`config.mk`:
```
export PLATFORM = sky130hd
export DESIGN_NAME = usil_ram
export DESIGN_NICKNAME = d
export VERILOG_FILES = /design/src/sv/uniform_step_interp_lookup_macros.svh /design/src/sv/usil_ram.sv
export SDC_FILE = /design/constraint.sdc
export NUM_CORES = 2
export LEC_CHECK = 0
export BUFFER_PORTS_ARGS = -buffer_cell sky130_fd_sc_hd__buf_2
export CAP_MARGIN = 20
export CELL_PAD_IN_SITES_DETAIL_PLACEMENT = 0
export CELL_PAD_IN_SITES_GLOBAL_PLACEMENT = 1
export CORE_MARGIN = 2
export CORE_UTILIZATION = 56
export DETAILED_ROUTE_END_ITERATION = 10
export GPL_TIMING_DRIVEN = 0
export PLACE_DENSITY_LB_ADDON = 0.1
export SKIP_LAST_GASP = 1
export SLEW_MARGIN = 30
export SYNTH_ARGS = -nofsm -noshare
export SYNTH_HDL_FRONTEND = slang
export SYNTH_SLANG_ARGS = --single-unit
```
`constraint.sdc`:
```
create_clock -name clk -period 3.4 [get_ports clk]
set_input_delay 0.68 -clock clk [delete_from_list [all_inputs] [get_ports clk]]
set_output_delay 0.68 -clock clk [all_outputs]
set_load 0.1 [all_outputs]
```
`src/sv/uniform_step_interp_lookup_macros.svh`:
```
// Assertion macros shared by the interpolation lookup RTL.
`ifndef UNIFORM_STEP_INTERP_LOOKUP_MACROS_SVH
`define UNIFORM_STEP_INTERP_LOOKUP_MACROS_SVH

// Same-cycle implication, clocked on clk, off while rst_n is low.
`define USIL_ASSERT_IMPL(label, ante, cons, msg) \
    label: assert property (@(posedge clk) disable iff (!rst_n) (ante) |-> (cons)) \
        else $error(msg);

// Next-cycle implication, clocked on clk, off while rst_n is low.
`define USIL_ASSERT_NEXT(label, ante, cons, msg) \
    label: assert property (@(posedge clk) disable iff (!rst_n) (ante) |=> (cons)) \
        else $error(msg);

`endif

```
`src/sv/usil_ram.sv`:
```
// Generic single-port-write, single-port-read RAM with registered read data.
`timescale 1ns / 1ps
module usil_ram #(
    parameter int WIDTH = 16,
    parameter int DEPTH = 256
) (
    input  logic                     clk,
    input  logic                     we,
    input  logic [$clog2(DEPTH)-1:0] waddr,
    input  logic [WIDTH-1:0]         wdata,
    input  logic                     re,
    input  logic [$clog2(DEPTH)-1:0] raddr,
    output logic [WIDTH-1:0]         rdata
);

    logic [WIDTH-1:0] mem [0:DEPTH-1];
    logic [WIDTH-1:0] rdata_reg;

    always_ff @(posedge clk)
    begin
        if (we)
        begin
            mem[waddr] <= wdata;
        end
        if (re)
        begin
            rdata_reg <= mem[raddr];
        end
    end

    assign rdata = rdata_reg;

endmodule

```
==> parameters.txt <==
Parameter                              Value

Drt
  Via-per-instance ratio    6.94
  Antenna viol nets, final    0
  Starting DRC count in detailed routing    14400
  Total number of vias    83900
  Average wire per standard cell    41.1 um
  Number of iterations in the first detailed-routing pass    8
  Wire length after detailed routing    496000 um
  DRC violations left    0

Synthesis
  Post-synth top area cell    edfxtp_1
  Number of flip-flops and latches in the synthesized netlist    4112
  EDFF count, synth    4112
  Synthesized netlist net count    7395
  Synth Flop Type    edfxtp_1
  Total of warnings raised by yosys    0
  Total standard cell area after synthesis    159000 um2
  Fraction of post-synthesis cell area in the top cell type by area    77.7%
  Sequential area share after synthesis    77.7%
  Number of standard cells after synthesis    7360
  Post-synthesis average cell area    21.6 um2
  Distinct cells, synth    51
  Share of async-settable or async-resettable flops after synthesis    0%
  Largest cells by area after synthesis    edfxtp_1 78%, mux4_2 11%, mux2i_1 3.6%

Layout
  Most frequent cells in the layout    4112 x edfxtp_1, 797 x mux4_2, 565 x mux2i_1, 418 x clkbuf_16, 230 x o221ai_1
  Total Nets Final    8012
  Layout cell share with drive strength beyond 1    29.3%
  Final-layout fill cell count    18600
  Number of non-filler instances in the completed layout    12100
  Most common library cell in the layout ignoring fill and taps    edfxtp_1
  Synthesis-to-layout area growth    15.6%
  Final instance area    184000 um2
  Register Area    123000 um2
  Largest register FFs    4096
  Multi-input gate area    35600 um2

Floorplanning
  Std cell rows    195
  Top-level I/O count    51
  Starting density of the core    56.3%
  Area of the die    288000 um2
  Die height    537 um
  Chip width    537 um
  Core region area    282000 um2

Power and ir drop
  Leakage power    57.9 nW
  Net switching fraction of the power    22.3%
  Net switching power    24.1 mW
  Sequential Power Share    51.8%
  Total power divided by cell area    589 nW/um2
  Fraction of power consumed by combinational cells    6.2%
  Maximum vdd ir drop    474 uV
  Clock Power Share    42.0%
  Internal portion of total power    84.0 mW

Status
  Outcome    complete, but fails checks
  Violated checks    negative setup slack

Setup path
  Worst Setup End Kind    flop
  Largest driver fanout on the critical path    10
  Cell occurring most often along the worst timing path    clkbuf_2
  Critical path data arrival time    4370 ps
  Worst setup path category    primary input to flop
  Required time of the critical path    4100 ps
  Cell type group with the largest total delay on the critical path    buffers and inverters
  Worst path slowest cell    o221ai_2
  Combined buffer and inverter count along the critical path    4
  Critical Path Start Type    primary input
  Crit-path cells    buf_4 > or2_1 > buf_2 > clkbuf_2 > clkbuf_2 > o221ai_2 > o22ai_1 > a21oi_1 > nand4_1 > nor4_4
  Critical path's largest stage delay    650 ps

STA
  Worst rel slew slack    27.6%
  Shortest period the worst path allows    3670 ps
  Post-route setup slack    -274 ps
  Post-route fraction of the period consumed by the critical path    108%
  Fin. max-slew vios    0
  Max Clock Skew    46.8 ps
  Unrepaired setup endpoints after global routing    yes
  Setup-failing EPs final    14
  Worst-Margin Slew    1080 ps
  Number of failing hold endpoints at the final stage    0
  Highest attainable clock frequency    0.272 GHz

Global route
  Global Route met1 Usage    50.3%
  Maximum number of pins on one net before global-route repair    105
  GR Overflow Total    0
  All-Layer GR Usage    34.5%
  Number of global-route vias before repair    79700
  First-pass GRT wire length    666000 um
  Met3 demand-to-capacity share in global routing    9.99%
  Busiest layer in global routing    met1
  Global Route met2 Usage    49.7%
  Number of antenna violations at the first check in global routing    39

CTS
  Clock buffers created by TritonCTS    411
  CTS Sinks    4112
  Clock tree buffer depth    4
  Clock transition time at the flip-flop clock pins of the worst setup and hold paths    60 ps
  CTS tree    yes
  Source-to-sink clock delay at the later pin of the worst-skew pair    970 ps
  Max H-tree Level    5
  Buffer cell driving the clock tree root    clkbuf_16

Placement
  Placed wire-length estimate    340000 um
  Count of placed standard cells including taps    11300
  Dpl cell area    169000 um2
  IO buf count    40
  Final weighted congestion in routability-driven placement    0.995

Hold path
  Classification of the worst-slack hold path    primary input to flop

Flow run
  Total of max-cap violations    0
[power groups by stage]
| stage | logic, mW | registers (mW) | clock network, mW |
|---|---|---|---|
| floorplan | 2.76 | 57.2 | 0 |
| global placement | 5.93 | 57.3 | 0 |
| detailed placement | 6.33 | 57.0 | 0 |
| CTS | 6.54 | 55.9 | 45.6 |
| global route | 6.80 | 55.9 | 47.4 |
| finish | 6.70 | 55.9 | 45.4 |
[cells in the mapped netlist, drive strengths merged (4+ instances only)]
cell	n
nor3	92
nand2	38
o32ai	21
or2	5
a221oi	28
o221ai	253
a31oi	6
nor4	18
a211oi	18
clkbuf	230
o22ai	148
a22oi	43
nor2b	9
mux2	88
nand3	35
mux4	797
a2111oi	6
buf	222
mux2i	565
a21oi	175
edfxtp	4112
and3	11
o31ai	16
nand4	26
a22o	32
inv	4
nor2	304
o21ai	38
[timing repair]
| action | CTS | global route |
|---|---|---|
| hold buffers | 1 | 0 |
| gates resized for setup | 240 | 59 |
| gates cloned | 0 | 0 |
| pin swaps | 5 | 11 |
| setup endpoints to repair | 16 | 16 |
| endpoints found under the hold margin | 4 | 0 |
| buffers inserted | 3 | 1 |
[final cells by class]
cell class	count	share of cell area, %
clock inverter	248	1.37
clock buffer	501	5.87
multi-input combinational	2792	19.4
buffer	452	1.65
tap	3743	2.55
sequential	4112	67.2
antenna	18	0.0245
inverter	4	0.0116
timing repair buffer	204	1.87
[stage by stage]
stage | power [mW] | setup TNS, ps | util (%) | hold WS, ps | worst slack, ps
2_1_floorplan | 59.9 | 0 | - | 779 | 471
3_3_place_gp | 63.2 | - | 58.0 | 1130 | -3940
3_5_place_dp | 63.3 | -795490 | 59.8 | 929 | -2580
4_1_cts | 108 | -38.9 | 64.9 | 99.9 | -28.3
5_1_grt | 110 | -109 | 65.0 | 126 | -58.3
6_report | 108 | -1830 | 65.0 | 110 | -274
[worst register-to-register path, stage by stage, from the launching register on]
cell	delay, ps
edfxtp_1	360
mux4_2	500
mux2_2	320
a221oi_1	670
o31ai_4	280
o32ai_4	340
nor4_4	150
[final timing paths]
kind | endpoint | from | cells past startpoint | slack, ps
hold / removal | mem[127][0]$_DFFE_PP_ | wdata[0] | 1 | 110
setup / recovery | rdata[13]$_DFFE_PP_ | raddr[1] | 10 | -270
hold reg to reg | rdata[4]$_DFFE_PP_ | mem[216][4]$_DFFE_PP_ | 5 | 1130
setup reg to reg | rdata[14]$_DFFE_PP_ | mem[139][14]$_DFFE_PP_ | 6 | 530
[routing by layer]
layer	vias up	share of wire (%)
li1	32700	-
met1	44800	38
met2	5459	44
met3	871	13
met4	8	4.5
met5	-	0.050
[logic make-up (layout without fill, tap and decap cells)]
kind of cell    count (synthesis)  in the layout  share of synthesized area [%]
compound gates                786            786                           3.53
mux                          1450           1450                           15.5
buf+inv                       456           1409                           1.69
simple gates                  556            556                           1.57
other cells                     0             18                              0
flops                        4112           4112                           77.7
(Power assumes the default switching activity.)
